File: src/rtl/cfsws_pkg.sv
// shared types, constants and helper functions for the framed crc sender
// no dependencies; imported by every module of the block
`default_nettype none

package cfsws_pkg;

    localparam int DEF_BUFFER_DEPTH = 4096;
    localparam int CHUNK_CAP        = 4082;
    localparam int FILL_W           = 12;
    localparam int PTR_W            = 13;
    localparam int ADDR_W           = 4;
    localparam int DATA_W           = 32;
    localparam int HDR_LEN          = 12;
    localparam int FRAME_EXTRA      = 14;

    localparam logic [15:0] CRC_INIT = 16'hFFFF;
    localparam logic [15:0] CRC_POLY = 16'hA001;
    localparam logic [15:0] MS_MAX   = 16'hFFFF;

    localparam logic [7:0] ACK_OK_A = 8'h05;
    localparam logic [7:0] ACK_OK_B = 8'hFD;
    localparam logic [7:0] ACK_NAK  = 8'h04;

    localparam logic [1:0] NAK_REPEATS     = 2'd2;
    localparam logic [1:0] TIMEOUT_REPEATS = 2'd3;

    // register index within the apb map
    localparam logic [1:0] REG_CHUNK   = 2'd0;
    localparam logic [1:0] REG_RESEND  = 2'd1;
    localparam logic [1:0] REG_TIMEOUT = 2'd2;

    localparam logic [11:0] RST_CHUNK   = 12'd4082;
    localparam logic [15:0] RST_RESEND  = 16'd600;
    localparam logic [15:0] RST_TIMEOUT = 16'd3000;

    typedef enum logic [1:0] {
        OP_LOAD = 2'd0,
        OP_PULL = 2'd1,
        OP_ACK  = 2'd2,
        OP_TICK = 2'd3
    } t_op;

    typedef enum logic [2:0] {
        PH_LOAD    = 3'd0,
        PH_READY   = 3'd1,
        PH_SEND    = 3'd2,
        PH_WAIT    = 3'd3,
        PH_ACCEPT  = 3'd4,
        PH_RESEND  = 3'd5,
        PH_NAK     = 3'd6,
        PH_TIMEOUT = 3'd7
    } t_phase;

    typedef struct packed {
        logic [FILL_W-1:0] chunk_lim;
        logic [15:0]       resend_ms;
        logic [15:0]       timeout_ms;
    } t_cfg;

    typedef struct packed {
        logic [7:0] tx_byte;
        logic       tx_valid;
        logic       frame_last;
        t_phase     status;
        logic       from_mem;
    } t_result;

    function automatic logic [15:0] crc_byte(input logic [15:0] crc, input logic [7:0] b);
        logic [15:0] c;
        c = crc ^ {8'h00, b};
        for (int k = 0; k < 8; k++) begin
            c = c[0] ? ((c >> 1) ^ CRC_POLY) : (c >> 1);
        end
        return c;
    endfunction

    // fixed 8-byte prefix shared by data and exit frames, last byte differs
    function automatic logic [7:0] prefix_byte(input logic [2:0] pos);
        logic [7:0] b;
        unique case (pos)
            3'd0: b = 8'h3A;
            3'd1: b = 8'hA1;
            3'd2: b = 8'hBB;
            3'd3: b = 8'h44;
            3'd4: b = 8'h7F;
            3'd5: b = 8'hFF;
            3'd6: b = 8'hFE;
            default: b = 8'h01;
        endcase
        return b;
    endfunction

    function automatic logic [7:0] exit_byte(input logic [3:0] pos);
        logic [7:0] b;
        unique case (pos)
            4'd0: b = 8'h3A;
            4'd1: b = 8'hA1;
            4'd2: b = 8'hBB;
            4'd3: b = 8'h44;
            4'd4: b = 8'h7F;
            4'd5: b = 8'hFF;
            4'd6: b = 8'hFE;
            4'd7: b = 8'h00;
            4'd8: b = 8'hFF;
            4'd9: b = 8'hFF;
            default: b = 8'h00;
        endcase
        return b;
    endfunction

endpackage

`default_nettype wire

File: src/rtl/cfsws_out.sv
// result pipeline: a stage that waits for the memory read, then the output register
// uses cfsws_pkg result type
`default_nettype none

module cfsws_out
    import cfsws_pkg::*;
(
    input  wire logic       i_clk,
    input  wire logic       i_rst_n,
    input  wire logic       i_go,
    input  wire t_result    i_res,
    input  wire logic [7:0] i_mem_data,
    input  wire logic       i_out_stall,
    output logic            o_in_stall,
    output logic            o_out_valid,
    output logic      [7:0] o_tx_byte,
    output logic            o_tx_valid,
    output logic            o_frame_last,
    output logic      [2:0] o_status
);

    logic    r_p_valid, n_p_valid;
    t_result r_p_res;
    t_result p_res_mem;
    logic    r_o_valid, n_o_valid;
    t_result r_o_res;
    logic    p_move;

    // the middle stage can take a new transfer while the output one waits
    assign p_move     = r_p_valid && (!r_o_valid || !i_out_stall);
    assign o_in_stall = r_p_valid && !p_move;

    always_comb begin
        n_p_valid = r_p_valid;
        if (i_go) begin
            n_p_valid = 1'b1;
        end else if (p_move) begin
            n_p_valid = 1'b0;
        end
        n_o_valid = r_o_valid;
        if (p_move) begin
            n_o_valid = 1'b1;
        end else if (!i_out_stall) begin
            n_o_valid = 1'b0;
        end
    end

    // payload bytes take their value from the memory read
    always_comb begin
        p_res_mem = r_p_res;
        if (r_p_res.from_mem) begin
            p_res_mem.tx_byte = i_mem_data;
        end
    end

    always_ff @(posedge i_clk) begin
        if (!i_rst_n) begin
            r_p_valid <= 1'b0;
            r_o_valid <= 1'b0;
        end else begin
            r_p_valid <= n_p_valid;
            r_o_valid <= n_o_valid;
        end
    end

    always_ff @(posedge i_clk) begin
        if (i_go) begin
            r_p_res <= i_res;
        end
        if (p_move) begin
            r_o_res <= p_res_mem;
        end
    end

    assign o_out_valid  = r_o_valid;
    assign o_tx_byte    = r_o_res.tx_byte;
    assign o_tx_valid   = r_o_res.tx_valid;
    assign o_frame_last = r_o_res.frame_last;
    assign o_status     = r_o_res.status;

endmodule

`default_nettype wire

File: config.mk
export PLATFORM = sky130hd
export DESIGN_NAME = cfsws_out
export DESIGN_NICKNAME = d
export VERILOG_FILES = /design/src/rtl/cfsws_pkg.sv /design/src/rtl/cfsws_out.sv
export SDC_FILE = /design/constraint.sdc
export NUM_CORES = 1
export LEC_CHECK = 0
export ABC_AREA = 1
export ABC_CLOCK_PERIOD_IN_PS = 2000
export BUFFER_PORTS_ARGS = -buffer_cell sky130_fd_sc_hd__buf_2
export CAP_MARGIN = 5
export CORE_MARGIN = 4
export CORE_UTILIZATION = 29
export CTS_CLUSTER_SIZE = 25
export DETAILED_ROUTE_END_ITERATION = 6
export PLACE_DENSITY = 0.54
export SLEW_MARGIN = 20
export SYNTH_ARGS = -nofsm -noshare
export SYNTH_HDL_FRONTEND = slang
export SYNTH_SLANG_ARGS = --single-unit
File: constraint.sdc
create_clock -name i_clk -period 2 [get_ports i_clk]
set_clock_uncertainty 0.05 [all_clocks]
set_input_delay 0.3 -clock i_clk [delete_from_list [all_inputs] [get_ports i_clk]]
set_output_delay 0.3 -clock i_clk [all_outputs]
set_load 0.02 [all_outputs]
==> results by group <==
Run status
  • Run status: complete, no violations

Global route
  • Number of global-route vias before repair: 590
  • M3 GR Usage: 3.204%
  • GRT met2 Usage: 13.86%
  • Grt ovf: 0
  • Total GRT Usage: 8.438%
  • First-pass GRT wire length: 2559 um
  • Initial antenna violation count: 0
  • Gr busiest metal: met2
  • Largest net degree at the start of global routing: 17
  • Met1 Use GR: 8.065%

STA
  • Final Hold Slack: 0.1017 ns
  • Fin worst setup slack: 0.6604 ns
  • Crit share post-route: 66.98%
  • RSZ-0062 raised after global routing: no
  • Fin. max-slew vios: 0
  • Fmax: 746.5 MHz
  • Final Hold Vio Count: 0
  • Minimum clock period: 1.340 ns
  • Setup_tns: 0 ns
  • Final setup violation count: 0
  • Slew margin rel.: 73.49%
  • Tightest Pin Transition: 0.3977 ns

Power and ir drop
  • Worst VDD drop: 0.0003653 V
  • Leakage power: 0.5725 nW
  • Pwr Density: 867.5 mW/mm^2

Placed design
  • Placer Congestion: 0.6374
  • Setup WS pre-CTS: 0.8529 ns
  • Port bufs: 40

Clock tree
  • H-tree depth: 2
  • CTS Buf Count: 5
  • CTS Sinks: 29
  • CTS Hold Bufs: 0
  • Clk Latency, worst-skew pair: 0.32 ns
  • Max Buffers Root-to-Sink: 2
  • Clock-pin slew on the worst setup and hold paths: 0.08 ns
  • CTS tree: done
  • Root buffer cell: clkbuf_4
  • Post-cts resize count: 0
  • # Post-CTS Setup Buffers: 0

Cells and area
  • N_diodes: 0
  • Synthesis-to-finish area growth: 30.37%
  • Most common cell after layout, fill and taps aside: buf_2
  • Fillers: 345
  • NumNets Final: 136
  • Register area: 850.8 sq um
  • Layout cells sized above 1: 42.34%
  • Commonest non-fill, non-tap cells in the layout: buf_2 (40), edfxtp_1 (27), inv_1 (12)
  • Area of the multi-input gates: 93.84 sq um

Worst setup path
  • Critical R2R Capture: o_tx_byte[3]
  • Worst path required time: 1.65 ns
  • Setup crit start kind: flop
  • CP Class: reg -> out
  • R2R Setup Slk: 0.91 ns
  • R2R cell count: 1
  • Crit Path Max Fanout: 4
  • Kind of end point of the critical path: output port
  • WP data arrival: 0.99 ns
  • Worst R2R Start: p_res_mem[0]

Min path
  • Hold Path Depth: 1
  • Hold Path End: r_p_res[12]
  • Hold Crit Class: in -> reg
  • HP Start: i_res[12]

Synthesis
  • Net Count, Synth: 89
  • Synth top area share: 81.00%
  • Avg Inst Size Synth: 15.89 sq um
  • Post-Synthesis Cell Area: 0.001001 sq mm
  • Post-synthesis cell type count: 8
  • Cells after Synth: 63
  • Seq/Total Area, Yosys: 85.00%
  • Largest area contributor in the netlist: edfxtp_1
  • Ys Warns: 0
  • FF+latch count, synth: 29
  • Area contributors post-synth: edfxtp_1 (81%), inv_1 (4.5%), dfxtp_1 (4.0%)

Floorplanning
  • Rows: 21
  • Die width: 66.75 um
  • Placeable Area: 0.003337 sq mm
  • Die span in y: 66.75 um
  • Ports: 41
  • Initial Util: 30.00%
  • Die area: 0.004456 sq mm

Drt
  • Routed length per instance: 10.67 um
  • Final ANT Viol Nets: 0
  • Total Routed Length: 1675 um
  • Vias per cell: 3.866
  • Remaining DRCs: 0
  • Total number of vias: 607
  • Iter 0 DRT Violations: 2
  • DRT Pass-1 Iters: 2

Job
  • Max Cap Violations: 0
==> metrics by stage <==
stage | utilization (%) | power (mW) | instance area (sq um) | cells
floorplan | - | 0.7835 | 1001 | 63
global placement | 37.61 | 0.8316 | 1255 | 149
detailed placement | 37.61 | 0.8357 | 1255 | 149
CTS | 39.11 | 1.149 | 1305 | 157
global route | 39.11 | 1.186 | 1305 | 157
finish | 39.11 | 1.132 | 1305 | 157
==> Yosys cell counts (all sizes together) <==
library cell,number
edfxtp,27
inv,12
nand2,9
o21ai,8
a21oi,3
dfxtp,2
buf,1
nand3,1
==> where the power goes <==
part / internal (mW) / total [mW] / switching (mW)
clock: 0.127 / 0.314 / 0.187
sequential: 0.711 / 0.726 / 0.0149
combinational: 0.0374 / 0.0922 / 0.0548
total: 0.875 / 1.13 / 0.257
==> critical path, cell delays in order, from the launching register on <==
cell	delay (ns)
dfxtp_1	0.37
nand3_1	0.10
inv_1	0.06
buf_2	0.15
==> state kept, by name, summed over array words and instances, names as in the netlist <==
register / cells
o_tx_valid: 1
o_status: 3
r_p_res: 8
p_res_mem: 6
o_out_valid: 1
o_frame_last: 1
o_tx_byte: 8
r_p_valid: 1
==> how the worst max path moves through the flow <==
stage                startpoint           end  cells past startpoint
global route        o_out_valid    o_in_stall                      3
global placement    i_out_stall  o_tx_byte[2]                      3
floorplan           o_out_valid  o_frame_last                      1
finish              o_out_valid    o_in_stall                      3
detailed placement  i_out_stall  o_tx_byte[2]                      3
CTS                 o_out_valid    o_in_stall                      3
==> layer usage <==
layer	vias up	share of wire, %
met5	-	0
met4	0	3.6
met3	7	6.4
met2	22	55
met1	268	35
li1	310	-
==> cells by family after synthesis <==
logic type / count (synthesis) / synth area share (%)
DFF: 29 / 85.00
buffers and inverters: 13 / 5.625
AOI/OAI and AO/OA: 11 / 5.500
and+or+nand+nor: 10 / 3.874
==> cell type report <==
class	count	share of cell area (%)
clock buffer	5	2.876
clock inverter	3	0.9588
inverter	12	3.452
multi-input combinational	21	7.191
sequential	29	65.20
tap	46	4.410
timing repair buffer	41	15.92
No activity file was read; power rests on OpenSTA's default activity.
