**config.mk**
```make
export PLATFORM = sky130hd
export DESIGN_NAME = cfsws_ctrl
export DESIGN_NICKNAME = d
export VERILOG_FILES = /design/src/rtl/cfsws_pkg.sv /design/src/rtl/cfsws_ctrl.sv
export SDC_FILE = /design/constraint.sdc
export NUM_CORES = 1
export LEC_CHECK = 0
export BUFFER_PORTS_ARGS = -buffer_cell sky130_fd_sc_hd__buf_2
export CAP_MARGIN = 20
export CELL_PAD_IN_SITES_DETAIL_PLACEMENT = 0
export CELL_PAD_IN_SITES_GLOBAL_PLACEMENT = 2
export CORE_UTILIZATION = 37
export CTS_CLUSTER_DIAMETER = 30
export DETAILED_ROUTE_END_ITERATION = 7
export PLACE_DENSITY = 0.95
export SLEW_MARGIN = 20
export SYNTH_ARGS = -nofsm -noshare
export SYNTH_HDL_FRONTEND = slang
export SYNTH_SLANG_ARGS = --single-unit
```
**constraint.sdc**
```tcl
create_clock -name i_clk -period 11.75 [get_ports i_clk]
set_clock_uncertainty 0.05 [all_clocks]
set_input_delay 2.35 -clock i_clk [delete_from_list [all_inputs] [get_ports i_clk]]
set_output_delay 2.35 -clock i_clk [all_outputs]
set_load 0.01 [all_outputs]
```
**src/rtl/cfsws_pkg.sv**
```systemverilog
// shared types, constants and helper functions for the framed crc sender
// no dependencies; imported by every module of the block
`default_nettype none

package cfsws_pkg;

    localparam int DEF_BUFFER_DEPTH = 4096;
    localparam int CHUNK_CAP        = 4082;
    localparam int FILL_W           = 12;
    localparam int PTR_W            = 13;
    localparam int ADDR_W           = 4;
    localparam int DATA_W           = 32;
    localparam int HDR_LEN          = 12;
    localparam int FRAME_EXTRA      = 14;

    localparam logic [15:0] CRC_INIT = 16'hFFFF;
    localparam logic [15:0] CRC_POLY = 16'hA001;
    localparam logic [15:0] MS_MAX   = 16'hFFFF;

    localparam logic [7:0] ACK_OK_A = 8'h05;
    localparam logic [7:0] ACK_OK_B = 8'hFD;
    localparam logic [7:0] ACK_NAK  = 8'h04;

    localparam logic [1:0] NAK_REPEATS     = 2'd2;
    localparam logic [1:0] TIMEOUT_REPEATS = 2'd3;

    // register index within the apb map
    localparam logic [1:0] REG_CHUNK   = 2'd0;
    localparam logic [1:0] REG_RESEND  = 2'd1;
    localparam logic [1:0] REG_TIMEOUT = 2'd2;

    localparam logic [11:0] RST_CHUNK   = 12'd4082;
    localparam logic [15:0] RST_RESEND  = 16'd600;
    localparam logic [15:0] RST_TIMEOUT = 16'd3000;

    typedef enum logic [1:0] {
        OP_LOAD = 2'd0,
        OP_PULL = 2'd1,
        OP_ACK  = 2'd2,
        OP_TICK = 2'd3
    } t_op;

    typedef enum logic [2:0] {
        PH_LOAD    = 3'd0,
        PH_READY   = 3'd1,
        PH_SEND    = 3'd2,
        PH_WAIT    = 3'd3,
        PH_ACCEPT  = 3'd4,
        PH_RESEND  = 3'd5,
        PH_NAK     = 3'd6,
        PH_TIMEOUT = 3'd7
    } t_phase;

    typedef struct packed {
        logic [FILL_W-1:0] chunk_lim;
        logic [15:0]       resend_ms;
        logic [15:0]       timeout_ms;
    } t_cfg;

    typedef struct packed {
        logic [7:0] tx_byte;
        logic       tx_valid;
        logic       frame_last;
        t_phase     status;
        logic       from_mem;
    } t_result;

    function automatic logic [15:0] crc_byte(input logic [15:0] crc, input logic [7:0] b);
        logic [15:0] c;
        c = crc ^ {8'h00, b};
        for (int k = 0; k < 8; k++) begin
            c = c[0] ? ((c >> 1) ^ CRC_POLY) : (c >> 1);
        end
        return c;
    endfunction

    // fixed 8-byte prefix shared by data and exit frames, last byte differs
    function automatic logic [7:0] prefix_byte(input logic [2:0] pos);
        logic [7:0] b;
        unique case (pos)
            3'd0: b = 8'h3A;
            3'd1: b = 8'hA1;
            3'd2: b = 8'hBB;
            3'd3: b = 8'h44;
            3'd4: b = 8'h7F;
            3'd5: b = 8'hFF;
            3'd6: b = 8'hFE;
            default: b = 8'h01;
        endcase
        return b;
    endfunction

    function automatic logic [7:0] exit_byte(input logic [3:0] pos);
        logic [7:0] b;
        unique case (pos)
            4'd0: b = 8'h3A;
            4'd1: b = 8'hA1;
            4'd2: b = 8'hBB;
            4'd3: b = 8'h44;
            4'd4: b = 8'h7F;
            4'd5: b = 8'hFF;
            4'd6: b = 8'hFE;
            4'd7: b = 8'h00;
            4'd8: b = 8'hFF;
            4'd9: b = 8'hFF;
            default: b = 8'h00;
        endcase
        return b;
    endfunction

endpackage

`default_nettype wire

```
**src/rtl/cfsws_ctrl.sv**
```systemverilog
// sender control: phase, fill count, crc, frame id, timers, readout pointer
// drives the frame memory ports; uses cfsws_pkg types and functions
`default_nettype none

module cfsws_ctrl
    import cfsws_pkg::*;
#(
    parameter int BUFFER_DEPTH = DEF_BUFFER_DEPTH
) (
    input  wire logic                            i_clk,
    input  wire logic                            i_rst_n,
    input  wire logic                            i_go,
    input  wire logic [1:0]                      i_op,
    input  wire logic [7:0]                      i_data_byte,
    input  wire logic                            i_end_of_file,
    input  wire logic [7:0]                      i_ack_byte,
    input  wire t_cfg                            i_cfg,
    output logic                                 o_wr_en,
    output logic      [$clog2(BUFFER_DEPTH)-1:0] o_wr_addr,
    output logic      [7:0]                      o_wr_data,
    output logic                                 o_rd_en,
    output logic      [$clog2(BUFFER_DEPTH)-1:0] o_rd_addr,
    output t_result                              o_res
);

    localparam int AW = $clog2(BUFFER_DEPTH);

    t_phase            r_phase, n_phase;
    logic [FILL_W-1:0] r_fill, n_fill;
    logic [15:0]       r_crc, n_crc;
    logic [15:0]       r_frame_id, n_frame_id;
    logic [PTR_W-1:0]  r_rp, n_rp;
    logic [15:0]       r_since_send, n_since_send;
    logic [15:0]       r_since_start, n_since_start;
    logic [1:0]        r_repeats, n_repeats;
    logic              r_final, n_final;

    t_op              op;
    logic [PTR_W-1:0] rp_inc;
    logic [PTR_W-1:0] frame_end;
    logic [PTR_W-1:0] pay_off;
    logic [PTR_W-1:0] fill_inc;
    logic [15:0]      len;
    logic [15:0]      send_inc, start_inc, rs_lim, to_lim;
    logic             in_frame_phase, in_exit_phase, in_ack_phase;
    logic             is_load, load_close;
    logic             pull_frame, frame_done, pull_exit, exit_wrap, exit_done;
    logic             ack_ok, ack_nak, tick_live, resend_hit, timeout_hit;
    logic             payload_rd;

    assign op             = t_op'(i_op);
    assign in_frame_phase = (r_phase == PH_READY) || (r_phase == PH_SEND)
                            || (r_phase == PH_RESEND);
    assign in_exit_phase  = (r_phase == PH_NAK) || (r_phase == PH_TIMEOUT);
    assign in_ack_phase   = (r_phase == PH_WAIT) || (r_phase == PH_RESEND);

    assign rp_inc    = r_rp + PTR_W'(1);
    assign frame_end = PTR_W'(r_fill) + PTR_W'(FRAME_EXTRA);
    assign pay_off   = r_rp - PTR_W'(HDR_LEN);
    assign fill_inc  = PTR_W'(r_fill) + PTR_W'(1);
    assign len       = 16'(r_fill) + 16'd2;
    assign send_inc  = (r_since_send == MS_MAX) ? MS_MAX : r_since_send + 16'd1;
    assign start_inc = (r_since_start == MS_MAX) ? MS_MAX : r_since_start + 16'd1;
    assign rs_lim    = (i_cfg.resend_ms == 16'd0) ? 16'd1 : i_cfg.resend_ms;
    assign to_lim    = (i_cfg.timeout_ms == 16'd0) ? 16'd1 : i_cfg.timeout_ms;

    assign is_load     = i_go && (op == OP_LOAD) && (r_phase == PH_LOAD);
    assign load_close  = is_load && ((fill_inc >= PTR_W'(i_cfg.chunk_lim)) || i_end_of_file);
    assign pull_frame  = i_go && (op == OP_PULL) && in_frame_phase;
    assign frame_done  = pull_frame && (rp_inc >= frame_end);
    assign pull_exit   = i_go && (op == OP_PULL) && in_exit_phase;
    assign exit_wrap   = pull_exit && (rp_inc >= PTR_W'(HDR_LEN));
    assign exit_done   = exit_wrap && (r_repeats <= 2'd1);
    assign ack_ok      = i_go && (op == OP_ACK) && in_ack_phase
                         && ((i_ack_byte == ACK_OK_A) || (i_ack_byte == ACK_OK_B));
    assign ack_nak     = i_go && (op == OP_ACK) && in_ack_phase && (i_ack_byte == ACK_NAK);
    assign tick_live   = i_go && (op == OP_TICK) && in_ack_phase;
    assign resend_hit  = tick_live && (r_phase == PH_WAIT) && (send_inc >= rs_lim);
    assign timeout_hit = tick_live && (start_inc >= to_lim);

    // payload region of the readout comes from the memory
    assign payload_rd = pull_frame && (r_rp >= PTR_W'(HDR_LEN)) && (pay_off < PTR_W'(r_fill));

    assign o_wr_en   = is_load;
    assign o_wr_addr = AW'(r_fill);
    assign o_wr_data = i_data_byte;
    assign o_rd_en   = payload_rd;
    assign o_rd_addr = AW'(pay_off);

    // next phase; a timeout wins over a resend on the same tick
    always_comb begin
        n_phase = r_phase;
        priority if (load_close) begin
            n_phase = PH_READY;
        end else if (frame_done) begin
            n_phase = PH_WAIT;
        end else if (pull_frame && (r_phase == PH_READY)) begin
            n_phase = PH_SEND;
        end else if (exit_done || ack_ok) begin
            n_phase = PH_LOAD;
        end else if (ack_nak) begin
            n_phase = PH_NAK;
        end else if (timeout_hit) begin
            n_phase = PH_TIMEOUT;
        end else if (resend_hit) begin
            n_phase = PH_RESEND;
        end else begin
            n_phase = r_phase;
        end
    end

    // frame datapath and timers
    always_comb begin
        n_fill        = r_fill;
        n_crc         = r_crc;
        n_final       = r_final;
        n_rp          = r_rp;
        n_frame_id    = r_frame_id;
        n_since_send  = r_since_send;
        n_since_start = r_since_start;
        n_repeats     = r_repeats;

        if (ack_ok || exit_done) begin
            n_fill  = '0;
            n_crc   = CRC_INIT;
            n_final = 1'b0;
        end else if (is_load) begin
            n_fill = FILL_W'(fill_inc);
            n_crc  = crc_byte(r_crc, i_data_byte);
            if (load_close) begin
                n_final = i_end_of_file;
            end
        end

        if (load_close || frame_done || exit_wrap || ack_ok || ack_nak
            || resend_hit || timeout_hit) begin
            n_rp = '0;
        end else if (pull_frame || pull_exit) begin
            n_rp = rp_inc;
        end

        if (exit_done) begin
            n_frame_id = '0;
        end else if (ack_ok) begin
            n_frame_id = r_final ? 16'd0 : r_frame_id + 16'd1;
        end

        if (frame_done) begin
            n_since_send = '0;
        end else if (tick_live && (r_phase == PH_WAIT)) begin
            n_since_send = send_inc;
        end

        // only a first send restarts the transfer timer
        if (frame_done && (r_phase != PH_RESEND)) begin
            n_since_start = '0;
        end else if (tick_live) begin
            n_since_start = start_inc;
        end

        if (ack_nak) begin
            n_repeats = NAK_REPEATS;
        end else if (timeout_hit) begin
            n_repeats = TIMEOUT_REPEATS;
        end else if (exit_wrap && (r_repeats != 2'd0)) begin
            n_repeats = r_repeats - 2'd1;
        end
    end

    // result of the item
    always_comb begin
        o_res            = '0;
        o_res.frame_last = frame_done || exit_done;
        o_res.from_mem   = payload_rd;
        if (ack_ok) begin
            o_res.status = PH_ACCEPT;
        end else if (pull_exit) begin
            o_res.status = r_phase;
        end else begin
            o_res.status = n_phase;
        end
        if (pull_exit) begin
            o_res.tx_valid = 1'b1;
            o_res.tx_byte  = (r_rp < PTR_W'(HDR_LEN)) ? exit_byte(r_rp[3:0]) : exit_byte(4'd0);
        end else if (pull_frame) begin
            o_res.tx_valid = 1'b1;
            priority if (r_rp < PTR_W'(8)) begin
                o_res.tx_byte = prefix_byte(r_rp[2:0]);
            end else if (r_rp == PTR_W'(8)) begin
                o_res.tx_byte = r_frame_id[7:0];
            end else if (r_rp == PTR_W'(9)) begin
                o_res.tx_byte = r_frame_id[15:8];
            end else if (r_rp == PTR_W'(10)) begin
                o_res.tx_byte = len[7:0];
            end else if (r_rp == PTR_W'(11)) begin
                o_res.tx_byte = len[15:8];
            end else if (payload_rd) begin
                o_res.tx_byte = 8'h00;
            end else if (pay_off == PTR_W'(r_fill)) begin
                o_res.tx_byte = r_crc[7:0];
            end else begin
                o_res.tx_byte = r_crc[15:8];
            end
        end
    end

    always_ff @(posedge i_clk) begin
        if (!i_rst_n) begin
            r_phase       <= PH_LOAD;
            r_fill        <= '0;
            r_crc         <= CRC_INIT;
            r_frame_id    <= '0;
            r_rp          <= '0;
            r_since_send  <= '0;
            r_since_start <= '0;
            r_repeats     <= '0;
            r_final       <= 1'b0;
        end else begin
            r_phase       <= n_phase;
            r_fill        <= n_fill;
            r_crc         <= n_crc;
            r_frame_id    <= n_frame_id;
            r_rp          <= n_rp;
            r_since_send  <= n_since_send;
            r_since_start <= n_since_start;
            r_repeats     <= n_repeats;
            r_final       <= n_final;
        end
    end

endmodule

`default_nettype wire

```
==> summary.md, run 1 <==
| Metric | Value |
|---|---|
| Status | `finished, final reports clean` |
| Hold crit path type | `reg2reg` |
| Vert. Die Dim | `155 um` |
| Setup repair after global routing missed its margin | `false` |
| Final Cycle Share | `0.626` |
| Highest achievable clock rate | `136 MHz` |
| Post-Layout Cell Count | `1517` |
| Placer's final routability congestion estimate | `0.819` |
| GRT met3 Usage | `0.0226` |
| Post-CTS setup repair buffer count | `0` |
| Initial antenna violation count | `0` |
| Most frequent cells in the layout | `sky130_fd_sc_hd__nand2_1, sky130_fd_sc_hd__buf_2, sky130_fd_sc_hd__nor2_1` |
| Overall die width | `155 um` |
| Port Buffers | `113` |
| Vias in the first global route | `7444` |
| Critical path peak fanout | `3` |
| Std-Cell Core Area | `22800 um2` |
| Design Power | `0.719 mW` |
| Num Clock Sinks | `100` |
| Synth Warn # | `0` |
| Met2 global-route usage | `0.318` |
| Antenna diode count | `0` |
| Final wirelength | `22.8 mm` |
| Setup TNS Final | `0 ns` |
| Number of flops mapped to enable cells by yosys | `0` |
| Worst-path clk slew | `0.07 ns` |
| Most frequent standard cell in the layout excluding fill and tap cells | `sky130_fd_sc_hd__nand2_1` |
| Post-DR wirelength/cell | `15.0 um` |
| Area added between synthesis and finish | `10.5%` |
| Lkg Pwr | `4.32 nW` |
| IR Drop Worst-Case VDD | `68.1 uV` |
| Synth Net Count | `1291` |
| Avg Inst Size Synth | `7.62 um2` |
| M1 GR Usage | `0.267` |
| Portion of the post-synthesis area used by sequential elements | `0.231` |
| Number of nets with antenna violations after detailed routing | `0` |
| Number of fill cells | `2399` |
| Top cell type's share of synthesized area | `0.231` |
| CTS hold repair buffers | `0` |
| TritonCTS clock tree | `built` |
| Number of rows created at floorplan | `55` |
| Overall die area | `24100 um2` |
| Pin count of the biggest net entering global routing | `34` |
| Post-synthesis cell count | `1138` |
| Final net count | `1352` |
| Overall routing resource usage | `0.194` |
| Dominant cells by area after synthesis | `sky130_fd_sc_hd__dfxtp_1, sky130_fd_sc_hd__ha_1, sky130_fd_sc_hd__xnor2_1, sky130_fd_sc_hd__nand2_1, sky130_fd_sc_hd__nor2_1` |
| Via-to-Cell Ratio | `5.21` |
| Post-synth top flop | `sky130_fd_sc_hd__dfxtp_1` |
| Quantity of gates resized following cts | `0` |
| Kind of end point of the critical path | `output pin` |
| Layout cells sized above 1 | `0.135` |
| Rel. slew slack | `0.419` |
| Share of flip-flops with an asynchronous set or reset after synthesis | `0` |
| Htree depth | `3` |
| Pre-Repair DR Iteration Count | `6` |
| Drt initial violations | `436` |
| Global-route wire length before repair | `37.7 mm` |
| Worst EP arrival | `4.96 ns` |
| Effective utilization at floorplan | `0.380` |
| Maximum capacitance violations | `0` |
| Synthesis-stage register bit count | `100` |
| Final setup violation count | `0` |
| Dominant cell type by area after synthesis | `sky130_fd_sc_hd__dfxtp_1` |
| Boundary Pins | `114` |
| Power density normalized to cell area | `75.0 nW/um2` |
| Startpoint types | `primary input` |
| Pins over their slew limit | `0` |
| Reg area | `2000 um2` |
| Number of vias in the routed layout | `7910` |
| Remaining Overflow, GRT | `0` |
| Routing layer with the top usage in global route | `met2` |
| Startpoint-to-endpoint class of the critical path | `in2out` |
| Half-perimeter wire length after detailed placement | `17.8 mm` |
| Total area of multi-input combinational cells | `6060 um2` |
| Clock insertion delay at the later pin of the skew report | `0.36 ns` |
| Minimum clock period after layout | `7.36 ns` |
| Clock buffer count from CTS | `9` |
| Drc violations | `0` |
| Synth unique cells | `68` |
| Number of failing hold endpoints at the final stage | `0` |
| Placed cell count | `1501` |
| Cell area after technology mapping | `8670 um2` |
| Worst slew pin tran | `0.863 ns` |
| Root buffer selected by CTS | `sky130_fd_sc_hd__clkbuf_16` |
| Worst path required time | `9.35 ns` |
| Bufs on Longest Clock Path | `2` |
==> stage by stage <==
step / hold slack, ns / util / setup slack (ns) / area (um2)
CTS: 0.434 / 0.420 / 4.36 / 9590
detailed placement: 0.416 / 0.407 / 4.39 / 9310
floorplan: 0.395 / - / 4.93 / 8670
finish: 0.433 / 0.420 / 4.39 / 9590
global placement: 0.413 / 0.407 / 4.43 / 9310
global route: 0.463 / 0.420 / 4.14 / 9590
==> cells in the mapped netlist, drive strengths merged, types with 4 or more instances <==
master  count
and4        7
o211a       5
buf        34
o21ai      46
nor2b      12
nand2b      8
a21oi      76
o211ai     15
mux2i      20
mux2        6
inv        62
clkinv      4
nand3b      6
o22ai       5
a21o        5
and3       17
dfxtp     100
nor4       14
or2         8
ha         87
a41o        4
a31oi       6
o21a        6
nor3       17
or3         9
a211oi     11
nand4      21
nor2      118
o221ai      4
nand3      53
xor2       35
a311oi      9
nand2     145
clkbuf     34
xnor2      88
and2       11
==> routing by layer <==
metal	wire length [um]	vias to the layer above
met5	0	-
met4	308	0
met3	891	19
met2	10000	193
met1	11500	3625
li1	-	4073
==> final timing paths <==
| kind | to | slack (ns) | depth (start not counted) | start |
|---|---|---|---|---|
| max | o_res[3] | 4.39 | 13 | i_cfg[8] |
| max reg2reg | flop | 6.30 | 19 | r_rp[3] |
| min reg2reg | r_final | 0.43 | 2 | r_final |
| min | r_final | 0.43 | 2 | r_final |
==> power by group <==
group	total, mW	internal, mW	switching [mW]
sequential	0.346	0.342	0.00357
combinational	0.0785	0.0340	0.0444
clock	0.295	0.146	0.148
==> layout make-up <==
class                           count  area share
Clock buffer                       10      0.0239
Clock inverter                      6     0.00509
Inverter                           66      0.0258
Multi-Input combinational cell    904       0.633
Sequential cell                   100       0.209
Tap cell                          313      0.0409
Timing Repair Buffer              118      0.0629
==> cells by family after synthesis <==
group,synth area share
buf+inv,0.0701
mux,0.0309
compound gates,0.158
fa+ha+maj,0.125
flops,0.231
simple gates,0.260
xor+xnor,0.124
==> state kept, by name, indices dropped and copies added, names as in the netlist, named ones only <==
name	count
r_final	1
r_phase	3
r_since_start	16
r_rp	13
r_frame_id	16
r_repeats	2
r_crc	16
r_since_send	16
o_wr_addr	12
==> worst max-delay path, cell delays in order <==
cell and delay, ns:
sky130_fd_sc_hd__buf_2 0.10, sky130_fd_sc_hd__nor4_1 0.33, sky130_fd_sc_hd__a41o_1 0.22, sky130_fd_sc_hd__ha_1 0.22, sky130_fd_sc_hd__nor3b_1 0.20, sky130_fd_sc_hd__nor2_1 0.07, sky130_fd_sc_hd__o41ai_1 0.45, sky130_fd_sc_hd__a211oi_1 0.17
sky130_fd_sc_hd__nor2_1 0.21, sky130_fd_sc_hd__nand2_1 0.14, sky130_fd_sc_hd__o21bai_1 0.21, sky130_fd_sc_hd__nand3_1 0.11, sky130_fd_sc_hd__buf_2 0.17
(Power assumes the default switching activity.)
==> run 2, diff against run 1 <==
Settings changed: ABC_AREA set to 1, CORE_UTILIZATION 37 to 33, PLACE_DENSITY 0.95 to 0.91.
Clock period 11.75 ns to 7.3 ns, I/O delays scaled along.
==> run 2 against run 1 <==
  * Global-route usage is 0.90 points lower
  * Clock power up 67%
  * Combinational power rose to 2.7 times the previous value
  * Final area is 6.4% higher
  * Synthesized area increased by 5.3%
  * Via count up 14%
  * Worst hold slack is essentially flat
  * Critical path type is now reg2out
==> summary.md, run 2 <==
| Metric | Value |
|---|---|
| Num Clock Sinks | `100` |
| Portion of the post-synthesis area used by sequential elements | `0.219` |
| Worst slew pin tran | `1.02 ns` |
| Post-Layout Cell Count | `1839` |
| Post-CTS setup repair buffer count | `0` |
| Dominant cells by area after synthesis | `sky130_fd_sc_hd__dfxtp_1, sky130_fd_sc_hd__nand2_1, sky130_fd_sc_hd__ha_1, sky130_fd_sc_hd__inv_1, sky130_fd_sc_hd__nor2_1` |
| Synth Warn # | `0` |
| Rel. slew slack | `0.311` |
| Overall routing resource usage | `0.185` |
| Post-synthesis cell count | `1408` |
| Final wirelength | `25.7 mm` |
| Number of failing hold endpoints at the final stage | `0` |
| Hold Crit Endpoint | `r_crc[15]` |
| Drt initial violations | `441` |
| Pre-Repair DR Iteration Count | `5` |
| Remaining Overflow, GRT | `0` |
| Share of flip-flops with an asynchronous set or reset after synthesis | `0` |
| Pin count of the biggest net entering global routing | `39` |
| Std-Cell Core Area | `27000 um2` |
| Synth Net Count | `1561` |
| Most frequent cells in the layout | `sky130_fd_sc_hd__nand2_1, sky130_fd_sc_hd__inv_1, sky130_fd_sc_hd__nor2_1` |
| Startpoint types | `flop` |
| Effective utilization at floorplan | `0.338` |
| Synthesis-stage register bit count | `100` |
| Pins over their slew limit | `0` |
| Number of nets with antenna violations after detailed routing | `0` |
| Leading cell type by number of instances after synthesis | `sky130_fd_sc_hd__nand2_1` |
| Synth unique cells | `50` |
| Area added between synthesis and finish | `11.7%` |
| Drc violations | `0` |
| Cell area after technology mapping | `9130 um2` |
| Worst-path clk slew | `0.08 ns` |
| Layout cells sized above 1 | `0.126` |
| Crit path cell chain | `ha_1 -> nand3_1 -> nor3_1 -> nand4_1 -> nor3_1 -> nand2_1 -> o21ai_1 -> ha_1 -> nand2_1 -> inv_1 -> o21ai_0 -> nand2_1 -> a21oi_1 -> nand3_1 -> nand2_1 -> nand2_1 -> nor2_1 -> nand2_1 -> nand3_1 -> nand3_1 -> buf_2` |
| Startpoint of the worst-slack reg-to-reg timing path | `r_since_start[0]` |
| Htree depth | `3` |
| Worst EP arrival | `4.33 ns` |
| Overall die width | `168 um` |
| Worst r2r path cells | `26` |
| Overall die area | `28300 um2` |
| Lkg Pwr | `5.13 nW` |
| CTS hold repair buffers | `0` |
| Antenna diode count | `0` |
| Number of fill cells | `3004` |
| Startpoint-to-endpoint class of the critical path | `reg2out` |
| Hold Path Depth | `2` |
| Vert. Die Dim | `168 um` |
| Final setup violation count | `0` |
| Quantity of gates resized following cts | `0` |
| Hold crit path type | `reg2reg` |
| Half-perimeter wire length after detailed placement | `20.9 mm` |
| Delay of the slowest critical-path stage | `0.47 ns` |
| Boundary Pins | `114` |
| Number of flops mapped to enable cells by yosys | `0` |
| Root buffer selected by CTS | `sky130_fd_sc_hd__clkbuf_16` |
| Worst reg-to-reg setup slack | `2.34 ns` |
| TritonCTS clock tree | `built` |
| Port Buffers | `113` |
| Slowest cell on the critical path | `sky130_fd_sc_hd__nor3_1` |
| Top cell type's share of synthesized area | `0.219` |
| Initial antenna violation count | `0` |
| Post-DR wirelength/cell | `14.0 um` |
| Vias in the first global route | `8644` |
| Global-route wire length before repair | `42.4 mm` |
| Most used cell along the critical path | `sky130_fd_sc_hd__nand2_1` |
| Clock buffer count from CTS | `9` |
| Status | `finished, final reports clean` |
| IR Drop Worst-Case VDD | `84.8 uV` |
| Source of the worst hold timing path | `r_crc[15]` |
| Minimum clock period after layout | `5.84 ns` |
| Final Cycle Share | `0.800` |
| Number of rows created at floorplan | `60` |
| Kind of end point of the critical path | `output pin` |
| Highest achievable clock rate | `171 MHz` |
| Dominant cell type by area after synthesis | `sky130_fd_sc_hd__dfxtp_1` |
| Critical path peak fanout | `5` |
| Setup repair after global routing missed its margin | `false` |
| Via-to-Cell Ratio | `4.90` |
| Worst path required time | `5.79 ns` |
| Clock insertion delay at the later pin of the skew report | `0.36 ns` |
| Post-synth top flop | `sky130_fd_sc_hd__dfxtp_1` |
| Most frequent standard cell in the layout excluding fill and tap cells | `sky130_fd_sc_hd__nand2_1` |
| Maximum capacitance violations | `0` |
| Placed cell count | `1823` |
| Setup TNS Final | `0 ns` |
| Final net count | `1646` |
| Avg Inst Size Synth | `6.49 um2` |
| Design Power | `1.27 mW` |
| Number of vias in the routed layout | `9007` |
| Placer's final routability congestion estimate | `0.872` |
| Bufs on Longest Clock Path | `2` |
| Power density normalized to cell area | `125 nW/um2` |
| Most instantiated cells after synthesis | `sky130_fd_sc_hd__nand2_1, sky130_fd_sc_hd__inv_1, sky130_fd_sc_hd__nor2_1` |
==> run 2: worst max-delay path, delay by kind of cell, from the launching register on <==
family	cells	cell delay, ns
fa+ha+maj	2	0.48
flops	1	0.39
buf+inv	2	0.24
simple gates	14	2.40
compound gates	3	0.45
==> run 2: routing by layer <==
metal / up-vias / wire [um] / global-route usage
met1: 4067 / 12600 / 0.240
met3: 22 / 864 / 0.0284
li1: 4768 / - / -
met4: 0 / 361 / 0.0427
met5: - / 0 / 0
met2: 150 / 11900 / 0.321
==> run 2: logic make-up after synthesis <==
logic type / synth area share
adder cells (fa/ha/maj): 0.119
AND/OR/NAND/NOR: 0.308
AO/OA/AOI/OAI: 0.163
buffers and inverters: 0.126
flip-flops: 0.219
XOR/XNOR: 0.0643
==> run 2: report_power, final <==
group	total, mW	leakage [nW]	internal [mW]	switching (mW)
Combinational	0.212	4.19	0.0832	0.129
Clock	0.493	0.137	0.248	0.245
Sequential	0.570	0.809	0.555	0.0143
Total	1.27	5.13	0.887	0.388
==> run 2: metrics by stage <==
stage | hold slack, ns | cell area [um2] | setup slack (ns) | utilization
2_1_floorplan | 0.396 | 9130 | 2.52 | -
3_3_place_gp | 0.412 | 9900 | 1.81 | 0.366
3_5_place_dp | 0.421 | 9900 | 1.76 | 0.366
4_1_cts | 0.436 | 10200 | 1.48 | 0.377
5_1_grt | 0.455 | 10200 | 0.957 | 0.377
6_report | 0.433 | 10200 | 1.46 | 0.377
==> run 2: worst max path at each step <==
stage / endpoint / from / slack [ns]
finish: o_res[3] / r_since_start[0] / 1.46
global route: o_res[3] / r_since_start[0] / 0.96
CTS: o_res[3] / r_since_start[0] / 1.48
detailed placement: o_res[3] / i_cfg[28] / 1.76
global placement: o_res[3] / i_cfg[12] / 1.81
floorplan: o_res[3] / i_cfg[12] / 2.52
==> run 2: final cells by class <==
cell class | instances | area (um2) | share of cell area
multi-input combinational | 1023 | 5970 | 0.586
sequential | 100 | 2000 | 0.196
clock inverter | 6 | 56.3 | 0.00552
timing repair buffer | 115 | 581 | 0.0569
clock buffer | 10 | 239 | 0.0234
inverter | 244 | 918 | 0.0901
tap | 341 | 427 | 0.0418
